`config.mk`:
```
export PLATFORM = sky130hd
export DESIGN_NAME = adc_sample_averager_to_millivolts
export DESIGN_NICKNAME = d
export VERILOG_FILES = /design/src/rtl/core/asam_pkg.sv /design/src/rtl/core/asam_front.sv /design/src/rtl/core/asam_fifo.sv /design/src/rtl/core/asam_back.sv /design/src/rtl/core/adc_sample_averager_to_millivolts.sv
export SDC_FILE = /design/constraint.sdc
export NUM_CORES = 1
export LEC_CHECK = 0
export BUFFER_PORTS_ARGS = -buffer_cell sky130_fd_sc_hd__buf_2
export CORE_MARGIN = 3
export CORE_UTILIZATION = 60
export CTS_CLUSTER_SIZE = 20
export DETAILED_ROUTE_END_ITERATION = 8
export GPL_ROUTABILITY_DRIVEN = 0
export GPL_TIMING_DRIVEN = 0
export MAX_ROUTING_LAYER = met4
export PLACE_DENSITY = 0.8
export SLEW_MARGIN = 20
export SYNTH_ARGS = -nofsm -noshare
export SYNTH_HDL_FRONTEND = slang
export SYNTH_SLANG_ARGS = --single-unit
```
`constraint.sdc`:
```
create_clock -name clk -period 9.7 [get_ports clk]
set_input_delay 0.485 -clock clk [delete_from_list [all_inputs] [get_ports clk]]
set_output_delay 0.485 -clock clk [all_outputs]
set_load 0.05 [all_outputs]
```
`src/rtl/core/asam_pkg.sv`:
```
// ----------------------------------------------------------------------------
// asam_pkg
// Shared widths, types and codes of the ADC sample averager.
// ----------------------------------------------------------------------------
`default_nettype none

package asam_pkg;

  localparam int CODE_BITS  = 12;
  localparam int COUNT_BITS = 16;
  localparam int SUM_BITS   = CODE_BITS + COUNT_BITS;
  localparam int WORD_BITS  = 21;
  localparam int CHAN_LSB   = 16;
  localparam int CHAN_BITS  = 5;
  localparam int MV_BITS    = 16;
  localparam int PROD_BITS  = MV_BITS + CODE_BITS;
  localparam int CFG_BITS   = 16;
  localparam int APB_DATA_BITS = 32;
  localparam int APB_ADDR_BITS = 3;

  localparam int FIFO_DEPTH = 2;
  localparam int PTR_BITS   = $clog2(FIFO_DEPTH);
  localparam int LEVEL_BITS = $clog2(FIFO_DEPTH + 1);

  localparam logic [CFG_BITS-1:0] AVG_COUNT_RESET = CFG_BITS'(100);
  localparam logic [CFG_BITS-1:0] REF_MV_RESET    = CFG_BITS'(3302);

  // Register index, taken from paddr bit 2
  localparam logic CFG_IDX_AVG_COUNT = 1'b0;
  localparam logic CFG_IDX_REF_MV    = 1'b1;

  // One finished run, handed from front to back
  typedef struct packed {
    logic [SUM_BITS-1:0]   sum;
    logic [COUNT_BITS-1:0] count;
    logic [CHAN_BITS-1:0]  chan;
  } asam_job_t;

  typedef struct packed {
    logic full;
    logic empty;
  } asam_fifo_status_t;

  typedef enum logic [1:0] {
    BK_IDLE,
    BK_DIV,
    BK_MUL,
    BK_OUT
  } asam_back_state_t;

endpackage

`default_nettype wire

```
`src/rtl/core/asam_front.sv`:
```
// ----------------------------------------------------------------------------
// asam_front
// Unpacks result words, accumulates codes and closes a run at the target.
// ----------------------------------------------------------------------------
`default_nettype none

module asam_front
  import asam_pkg::*;
(
  input  wire logic                    clk,
  input  wire logic                    rst_n,
  input  wire logic                    in_valid,
  output logic                         in_stall,
  input  wire logic [WORD_BITS-1:0]    in_result_word,
  input  wire logic [COUNT_BITS-1:0]   target,
  input  wire asam_fifo_status_t       fifo_st,
  output logic                         push,
  output asam_job_t                    push_job
);

  logic [SUM_BITS-1:0]   sum_r, sum_nxt;
  logic [COUNT_BITS-1:0] cnt_r, cnt_nxt;
  logic [SUM_BITS-1:0]   sum_inc;
  logic [COUNT_BITS-1:0] cnt_inc;
  logic [CHAN_BITS-1:0]  chan;
  logic                  accept;
  logic                  run_end;

  // Hold input while the queue has no room for a finished run
  assign in_stall = fifo_st.full;
  assign accept   = in_valid && !in_stall;

  assign chan    = in_result_word[CHAN_LSB +: CHAN_BITS];
  assign sum_inc = sum_r + SUM_BITS'(in_result_word[CODE_BITS-1:0]);
  assign cnt_inc = cnt_r + COUNT_BITS'(1);
  assign run_end = (cnt_inc == '0) || (cnt_inc >= target);

  always_comb begin
    sum_nxt = sum_r;
    cnt_nxt = cnt_r;
    push    = 1'b0;
    if (accept) begin
      if (run_end) begin
        push    = 1'b1;
        sum_nxt = '0;
        cnt_nxt = '0;
      end else begin
        sum_nxt = sum_inc;
        cnt_nxt = cnt_inc;
      end
    end
  end

  assign push_job.sum   = sum_inc;
  assign push_job.count = cnt_inc;
  assign push_job.chan  = chan;

  always_ff @(posedge clk) begin
    if (!rst_n) begin
      sum_r <= '0;
      cnt_r <= '0;
    end else begin
      sum_r <= sum_nxt;
      cnt_r <= cnt_nxt;
    end
  end

endmodule

`default_nettype wire

```
`src/rtl/core/asam_fifo.sv`:
```
// ----------------------------------------------------------------------------
// asam_fifo
// Two-entry queue of finished runs between front and back.
// ----------------------------------------------------------------------------
`default_nettype none

module asam_fifo
  import asam_pkg::*;
(
  input  wire logic          clk,
  input  wire logic          rst_n,
  input  wire logic          push,
  input  wire asam_job_t     push_job,
  input  wire logic          pop,
  output asam_job_t          pop_job,
  output asam_fifo_status_t  status
);

  asam_job_t             entry_r [FIFO_DEPTH];
  logic [PTR_BITS-1:0]   wr_ptr_r, rd_ptr_r;
  logic [LEVEL_BITS-1:0] level_r;

  assign status.full  = (level_r == LEVEL_BITS'(FIFO_DEPTH));
  assign status.empty = (level_r == '0);
  assign pop_job      = entry_r[rd_ptr_r];

  always_ff @(posedge clk) begin
    if (!rst_n) begin
      wr_ptr_r <= '0;
      rd_ptr_r <= '0;
      level_r  <= '0;
    end else begin
      if (push) begin
        wr_ptr_r <= wr_ptr_r + PTR_BITS'(1);
      end
      if (pop) begin
        rd_ptr_r <= rd_ptr_r + PTR_BITS'(1);
      end
      if (push && !pop) begin
        level_r <= level_r + LEVEL_BITS'(1);
      end else if (pop && !push) begin
        level_r <= level_r - LEVEL_BITS'(1);
      end
    end
  end

  always_ff @(posedge clk) begin
    if (push) begin
      entry_r[wr_ptr_r] <= push_job;
    end
  end

  a_level_bound: assert property (@(posedge clk) disable iff (!rst_n)
    level_r <= LEVEL_BITS'(FIFO_DEPTH))
    else $error("queue level above depth");

  a_no_overflow: assert property (@(posedge clk) disable iff (!rst_n)
    push |-> !status.full)
    else $error("push into full queue");

  a_no_underflow: assert property (@(posedge clk) disable iff (!rst_n)
    pop |-> !status.empty)
    else $error("pop from empty queue");

endmodule

`default_nettype wire

```
`src/rtl/core/asam_back.sv`:
```
// ----------------------------------------------------------------------------
// asam_back
// Serial divide of a run's sum, millivolt scaling and the output register.
// ----------------------------------------------------------------------------
`default_nettype none

module asam_back
  import asam_pkg::*;
(
  input  wire logic                   clk,
  input  wire logic                   rst_n,
  input  wire asam_fifo_status_t      fifo_st,
  input  wire asam_job_t              pop_job,
  output logic                        pop,
  input  wire logic [CFG_BITS-1:0]    ref_mv,
  output logic                        out_valid,
  input  wire logic                   out_stall,
  output logic [CODE_BITS-1:0]        out_mean_code,
  output logic [MV_BITS-1:0]          out_millivolts,
  output logic [CHAN_BITS-1:0]        out_channel
);

  localparam int STEP_BITS = $clog2(CODE_BITS);
  localparam logic [STEP_BITS-1:0] STEP_LAST = STEP_BITS'(CODE_BITS - 1);

  asam_back_state_t state_r, state_nxt;
  logic [STEP_BITS-1:0]  step_r, step_nxt;
  logic                  out_valid_r, out_valid_nxt;

  logic [COUNT_BITS-1:0] rem_r, rem_nxt;
  logic [CODE_BITS-1:0]  quo_r, quo_nxt;
  logic [COUNT_BITS-1:0] div_r, div_nxt;
  logic [CHAN_BITS-1:0]  chan_r, chan_nxt;
  logic [CODE_BITS-1:0]  mean_r, mean_nxt;
  logic [PROD_BITS-1:0]  prod_r, prod_nxt;
  logic [CODE_BITS-1:0]  omean_r, omean_nxt;
  logic [MV_BITS-1:0]    omv_r, omv_nxt;
  logic [CHAN_BITS-1:0]  ochan_r, ochan_nxt;

  logic [COUNT_BITS:0]   shifted;
  logic [COUNT_BITS:0]   diff;
  logic                  qbit;

  assign shifted = {rem_r, quo_r[CODE_BITS-1]};
  assign diff    = shifted - {1'b0, div_r};
  assign qbit    = (shifted >= {1'b0, div_r});

  always_comb begin
    state_nxt     = state_r;
    step_nxt      = step_r;
    out_valid_nxt = out_valid_r;
    rem_nxt       = rem_r;
    quo_nxt       = quo_r;
    div_nxt       = div_r;
    chan_nxt      = chan_r;
    mean_nxt      = mean_r;
    prod_nxt      = prod_r;
    omean_nxt     = omean_r;
    omv_nxt       = omv_r;
    ochan_nxt     = ochan_r;
    pop           = 1'b0;

    // Drop the result once the receiver takes it
    if (out_valid_r && !out_stall) begin
      out_valid_nxt = 1'b0;
    end

    unique case (state_r)
      BK_IDLE: begin
        if (!fifo_st.empty) begin
          pop       = 1'b1;
          rem_nxt   = pop_job.sum[SUM_BITS-1:CODE_BITS];
          quo_nxt   = pop_job.sum[CODE_BITS-1:0];
          div_nxt   = pop_job.count;
          chan_nxt  = pop_job.chan;
          step_nxt  = '0;
          state_nxt = BK_DIV;
        end
      end
      BK_DIV: begin
        // The mean never exceeds the code range, so only the low bits divide
        if (qbit) begin
          rem_nxt = diff[COUNT_BITS-1:0];
        end else begin
          rem_nxt = shifted[COUNT_BITS-1:0];
        end
        quo_nxt  = {quo_r[CODE_BITS-2:0], qbit};
        step_nxt = step_r + STEP_BITS'(1);
        if (step_r == STEP_LAST) begin
          state_nxt = BK_MUL;
        end
      end
      BK_MUL: begin
        mean_nxt  = (div_r == '0) ? '0 : quo_r;
        prod_nxt  = PROD_BITS'(ref_mv) * PROD_BITS'((div_r == '0) ? '0 : quo_r);
        state_nxt = BK_OUT;
      end
      BK_OUT: begin
        if (!out_valid_r || !out_stall) begin
          omean_nxt     = mean_r;
          omv_nxt       = prod_r[PROD_BITS-1:CODE_BITS];
          ochan_nxt     = chan_r;
          out_valid_nxt = 1'b1;
          state_nxt     = BK_IDLE;
        end
      end
      default: begin
        state_nxt = BK_IDLE;
      end
    endcase
  end

  always_ff @(posedge clk) begin
    if (!rst_n) begin
      state_r     <= BK_IDLE;
      step_r      <= '0;
      out_valid_r <= 1'b0;
    end else begin
      state_r     <= state_nxt;
      step_r      <= step_nxt;
      out_valid_r <= out_valid_nxt;
    end
  end

  always_ff @(posedge clk) begin
    rem_r   <= rem_nxt;
    quo_r   <= quo_nxt;
    div_r   <= div_nxt;
    chan_r  <= chan_nxt;
    mean_r  <= mean_nxt;
    prod_r  <= prod_nxt;
    omean_r <= omean_nxt;
    omv_r   <= omv_nxt;
    ochan_r <= ochan_nxt;
  end

  assign out_valid      = out_valid_r;
  assign out_mean_code  = omean_r;
  assign out_millivolts = omv_r;
  assign out_channel    = ochan_r;

endmodule

`default_nettype wire

```
`src/rtl/core/adc_sample_averager_to_millivolts.sv`:
```
// ----------------------------------------------------------------------------
// adc_sample_averager_to_millivolts
// Boxcar average of converter codes with millivolt conversion.
// ----------------------------------------------------------------------------
// Usage:
//   in_*  : one raw converter word per request; code in bits 11:0,
//           channel in bits 20:16.
//   out_* : one result per run of average_count samples: mean code,
//           millivolts = floor(ref_millivolts * mean / 4096) and the channel
//           of the last sample.
//   cfg_* : APB write/read of average_count (0x0) and ref_millivolts (0x4).
// Path: the run that a request ends passes the queue pop, the restoring
//   divider, one multiply and the load of the output register.
// Throughput: one sample per cycle while in_stall is low. The serial divider
//   in the back end takes one run at a time. A two-entry queue of finished
//   runs sits between accumulator and divider.
// Reset: sum and count clear, registers return to 100 and 3302 mV.
// Receiver stall: the result holds in the output register; the back end
//   waits with its next result, the queue fills and then in_stall rises.
// ----------------------------------------------------------------------------
`default_nettype none

module adc_sample_averager_to_millivolts
  import asam_pkg::*;
(
  input  wire logic                      clk,
  input  wire logic                      rst_n,
  // sample requests
  input  wire logic                      in_valid,
  output logic                           in_stall,
  input  wire logic [WORD_BITS-1:0]      in_result_word,
  // results
  output logic                           out_valid,
  input  wire logic                      out_stall,
  output logic [CODE_BITS-1:0]           out_mean_code,
  output logic [MV_BITS-1:0]             out_millivolts,
  output logic [CHAN_BITS-1:0]           out_channel,
  // configuration
  input  wire logic                      cfg_psel,
  input  wire logic                      cfg_penable,
  input  wire logic                      cfg_pwrite,
  input  wire logic [APB_ADDR_BITS-1:0]  cfg_paddr,
  input  wire logic [APB_DATA_BITS-1:0]  cfg_pwdata,
  output logic [APB_DATA_BITS-1:0]       cfg_prdata,
  output logic                           cfg_pready
);

  logic [CFG_BITS-1:0]   avg_count_r;
  logic [CFG_BITS-1:0]   ref_mv_r;
  logic [COUNT_BITS-1:0] target;
  logic                  cfg_wr;

  asam_fifo_status_t fifo_st;
  asam_job_t         push_job;
  asam_job_t         pop_job;
  logic              push;
  logic              pop;

  // Register file: write on the access phase, read back combinationally
  assign cfg_pready = 1'b1;
  assign cfg_wr     = cfg_psel && cfg_penable && cfg_pwrite && cfg_pready;

  always_ff @(posedge clk) begin
    if (!rst_n) begin
      avg_count_r <= AVG_COUNT_RESET;
      ref_mv_r    <= REF_MV_RESET;
    end else if (cfg_wr) begin
      unique case (cfg_paddr[2])
        CFG_IDX_AVG_COUNT: avg_count_r <= cfg_pwdata[CFG_BITS-1:0];
        CFG_IDX_REF_MV:    ref_mv_r    <= cfg_pwdata[CFG_BITS-1:0];
        default: ;
      endcase
    end
  end

  always_comb begin
    unique case (cfg_paddr[2])
      CFG_IDX_AVG_COUNT: cfg_prdata = APB_DATA_BITS'(avg_count_r);
      CFG_IDX_REF_MV:    cfg_prdata = APB_DATA_BITS'(ref_mv_r);
      default:           cfg_prdata = '0;
    endcase
  end

  // A zero count means one sample per result
  assign target = (avg_count_r == '0) ? COUNT_BITS'(1) : COUNT_BITS'(avg_count_r);

  asam_front u_front (
    .clk            (clk),
    .rst_n          (rst_n),
    .in_valid       (in_valid),
    .in_stall       (in_stall),
    .in_result_word (in_result_word),
    .target         (target),
    .fifo_st        (fifo_st),
    .push           (push),
    .push_job       (push_job)
  );

  asam_fifo u_fifo (
    .clk      (clk),
    .rst_n    (rst_n),
    .push     (push),
    .push_job (push_job),
    .pop      (pop),
    .pop_job  (pop_job),
    .status   (fifo_st)
  );

  asam_back u_back (
    .clk            (clk),
    .rst_n          (rst_n),
    .fifo_st        (fifo_st),
    .pop_job        (pop_job),
    .pop            (pop),
    .ref_mv         (ref_mv_r),
    .out_valid      (out_valid),
    .out_stall      (out_stall),
    .out_mean_code  (out_mean_code),
    .out_millivolts (out_millivolts),
    .out_channel    (out_channel)
  );

endmodule

`default_nettype wire
```
==> impl_results.md <==
- CTS sink cnt: 296
- Critical path's slowest cell: o31ai_1
- Met1 GRT Util: 0.391
- CP startpoint kind: flop
- Grt ovf: 0
- FF-to-FF End: u_back.prod_r[27]
- Hold Crit Start: in_result_word[18]
- Antenna diodes: 0
- Fill cells: 2353
- Top cells by area, synth: edfxtp_1 (32%), fa_1 (14%), dfxtp_1 (9.0%)
- # setup viols final: 0
- Final hold vios: 0
- Most common cell after layout, fill and taps aside: nand2_1
- Worst slew pin tran: 1030 ps
- Critical path class: flop to flop
- Worst Path Arrival: 8540 ps
- Core outline area: 0.0320 sq mm
- Cell area after layout: 0.0219 sq mm
- Synth area leader: edfxtp_1
- Relative slew margins: 0.305
- Synth Area in Compound Gates: 0.0978
- CTS resizes: 0
- Port Buffers: 90
- Worst-case reg-to-reg path depth: 22
- Global-route wire length before repair: 76300 microns
- Worst r2r src: u_back.div_r[5]
- Syn avg cell area: 10.2 sq um
- GRT busiest layer: met2
- R2R Setup Slk: 1480 ps
- H-tree lvl count: 1
- Setup Skew: 10.9 ps
- Hold EP: u_fifo.entry_r[0][2]
- DRT Pass-1 Iters: 6
- Crit path capture type: flop
- Prevailing post-synth register cell: edfxtp_1
- Critical Path Max Stage Delay: 710 ps
- Final period utilization: 0.847
- Mux cell area share after synthesis: 0.0270
- CP Cell Sequence: nor4_1 -> nand4_1 -> clkbuf_1 -> clkbuf_1 -> and3_1 -> fa_1 -> inv_1 -> fa_1 -> inv_1 -> fa_1 -> fa_1 -> inv_1 -> fa_1 -> inv_1 -> ha_1 -> nand4_1 -> a211oi_1 -> o32a_1 -> nand3_1 -> o31ai_1 -> a2111oi_0 -> or3_1
- Hpwl dp: 36500 microns
- EDFF count, synth: 208
- Vias per cell: 5.94
- Die Area: 0.0350 sq mm
- Placed Area: 0.0208 sq mm
- Cell Count, Final, Fillers Out: 2532
- Setup total negative slack: 0 ps
- Endpoint required time on the critical path: 10030 ps
- Crit-path most repeated cell: fa_1
- Status: completed
- Number of setup buffers added after CTS: 0
- Post-synthesis async set-or-reset flop share: 0
- Vias in the first global route: 14.5k
- Clk slew on worst S/H paths: 60 ps
- Max Freq: 122 MHz
- RSZ-0062 raised after global routing: false
- Drt drc: 0
- Post-synthesis sequential area ratio: 0.407
- Yosys warnings: 0
- Antenna Violating Nets Remaining: 0
- Max Cap Viol: 0
- Synthesized area: 0.0197 sq mm
- Die extent in y: 187 microns
- Xor/xnor share of the synthesized area: 0.0303
- Crit Path Max Fanout: 10
- Synth unique cells: 74
- Root Buffer: clkbuf_16
- Gr usage total: 0.279
- Post-CTS Hold Buffers: 0
- Pin count of the biggest net entering global routing: 50
- CTS Buf Count: 31
- WHS Path Cells: 1
- GR Util met3: 0.0403
- HP Class: primary input to flop
- Post-synthesis simple-gate area fraction: 0.151
- TritonCTS clock tree: yes
- Top delay family on crit path: adder cells
- Crit path buffers/inverters: 6
- Via count: 15.1k
- Cells after DPL: 2474
- Synth Area in Adders: 0.216
- Slew Viols, Final: 0
- CTS max path bufs: 3
- Row Count: 65
- Commonest non-fill, non-tap cells in the layout: nand2_1 (281), inv_1 (228), edfxtp_1 (208)
- Final #Nets: 2390
- Io pins: 131
- Min Tclk post-route: 8220 ps
- Starting Density: 0.616
- Initial antenna violation count: 0
- Largest family of logic cells by synthesized area: adder cells
- Top cell type's share of synthesized area: 0.317
- Synthesis-stage register bit count: 296
- Layout cells sized above 1: 0.104
- Met2 Use GR: 0.421
- Drt total wl: 47800 microns
- 1st-iter DRT viols: 1592
- Area delta synth->final: 11.0%
- Die X-Extent: 187 microns
- Worst skew pair latency: 580 ps
- Mapped Cells: 1930
- Wire per inst: 18.9 microns
metal layers:
metal  wire, microns  share of wire
met5               0              0
met4            1830          0.038
met3            4680          0.098
met2           21400           0.45
met1           19900           0.42
synthesized netlist by cell type, drive strengths merged, types with 3 or more instances:
master / n
nor3: 16
o31ai: 5
dfxtp: 88
clkbuf: 84
and2: 17
a21boi: 3
and3: 80
inv: 229
nand2b: 12
o21ai: 64
nor2: 58
o211ai: 11
mux2i: 26
mux2: 24
nor2b: 22
a21o: 19
nand4: 20
nor4b: 3
fa: 141
o21a: 12
a311oi: 3
nand2: 281
xor2: 29
a31oi: 17
o22ai: 5
or3: 9
xnor2: 39
edfxtp: 208
or2: 3
ha: 114
a22oi: 3
a2111oi: 4
nor4: 16
o311ai: 3
a21oi: 99
and4: 11
o21bai: 5
nand3: 49
a221oi: 3
a211oi: 25
a41oi: 4
or4: 3
buf: 34
layout make-up:
class                      instances  area, sq um  area share
clock buffer                      39          858      0.0393
inverter                         229          860      0.0393
clock inverter                    19          154     0.00704
buffer                           118          537      0.0246
timing repair buffer              94          536      0.0245
tap                              435          544      0.0249
multi-input combinational       1302        10400       0.474
sequential                       296         8010       0.366
per-stage QoR:
| step | setup WS (ps) | hold WS, ps | utilization |
|---|---|---|---|
| 2_1_floorplan | 3260 | 400 | - |
| 3_3_place_gp | 1870 | 401 | 0.649 |
| 3_5_place_dp | 1710 | 405 | 0.652 |
| 4_1_cts | 1650 | 69.2 | 0.684 |
| 5_1_grt | 1080 | 78.2 | 0.684 |
| 6_report | 1480 | 92.8 | 0.684 |
cells by family (layout without fill, tap and decap cells):
| family | count (synthesis) | in the layout |
|---|---|---|
| simple gates | 607 | 607 |
| buf+inv | 347 | 499 |
| compound gates | 305 | 305 |
| flops | 296 | 296 |
| fa+ha+maj | 255 | 255 |
| xor+xnor | 68 | 68 |
| mux | 50 | 50 |
| other cells | 2 | 17 |
state kept, by name, summed over array words and instances (netlist names), 16 cells and up, named ones only:
| signal | count |
|---|---|
| u_fifo.entry_r | 98 |
| u_front.sum_r | 28 |
| avg_count_r | 16 |
| ref_mv_r | 16 |
| u_back.div_r | 16 |
| u_back.out_millivolts | 16 |
| u_back.prod_r | 16 |
| u_back.rem_r | 16 |
| u_front.cnt_r | 16 |
how the worst max path moves through the flow:
| stage | start | end | slack, ps | depth (start not counted) |
|---|---|---|---|---|
| finish | u_back.div_r[5] | u_back.prod_r[27] | 1480 | 22 |
| global route | u_back.div_r[5] | u_back.prod_r[27] | 1080 | 22 |
| CTS | u_back.div_r[5] | u_back.prod_r[27] | 1650 | 22 |
| detailed placement | u_back.div_r[5] | u_back.prod_r[27] | 1710 | 22 |
| global placement | u_back.div_r[5] | u_back.prod_r[27] | 1870 | 20 |
| floorplan | u_back.div_r[8] | u_back.prod_r[27] | 3260 | 20 |
worst reg2reg max path: stages (launching register included):
cell and delay [ps]:
edfxtp_1 420, nor4_1 550, nand4_1 450, clkbuf_1 360, clkbuf_1 310, and3_1 280
fa_1 530, inv_1 50, fa_1 500, inv_1 80, fa_1 510, fa_1 560
inv_1 60, fa_1 530, inv_1 40, ha_1 300, nand4_1 100, a211oi_1 390
o32a_1 370, nand3_1 290, o31ai_1 710, a2111oi_0 210, or3_1 360
Power is left out: the tool's default activity adds up to more than one toggle a clock period on the data nets, which glitch-free logic cannot reach.
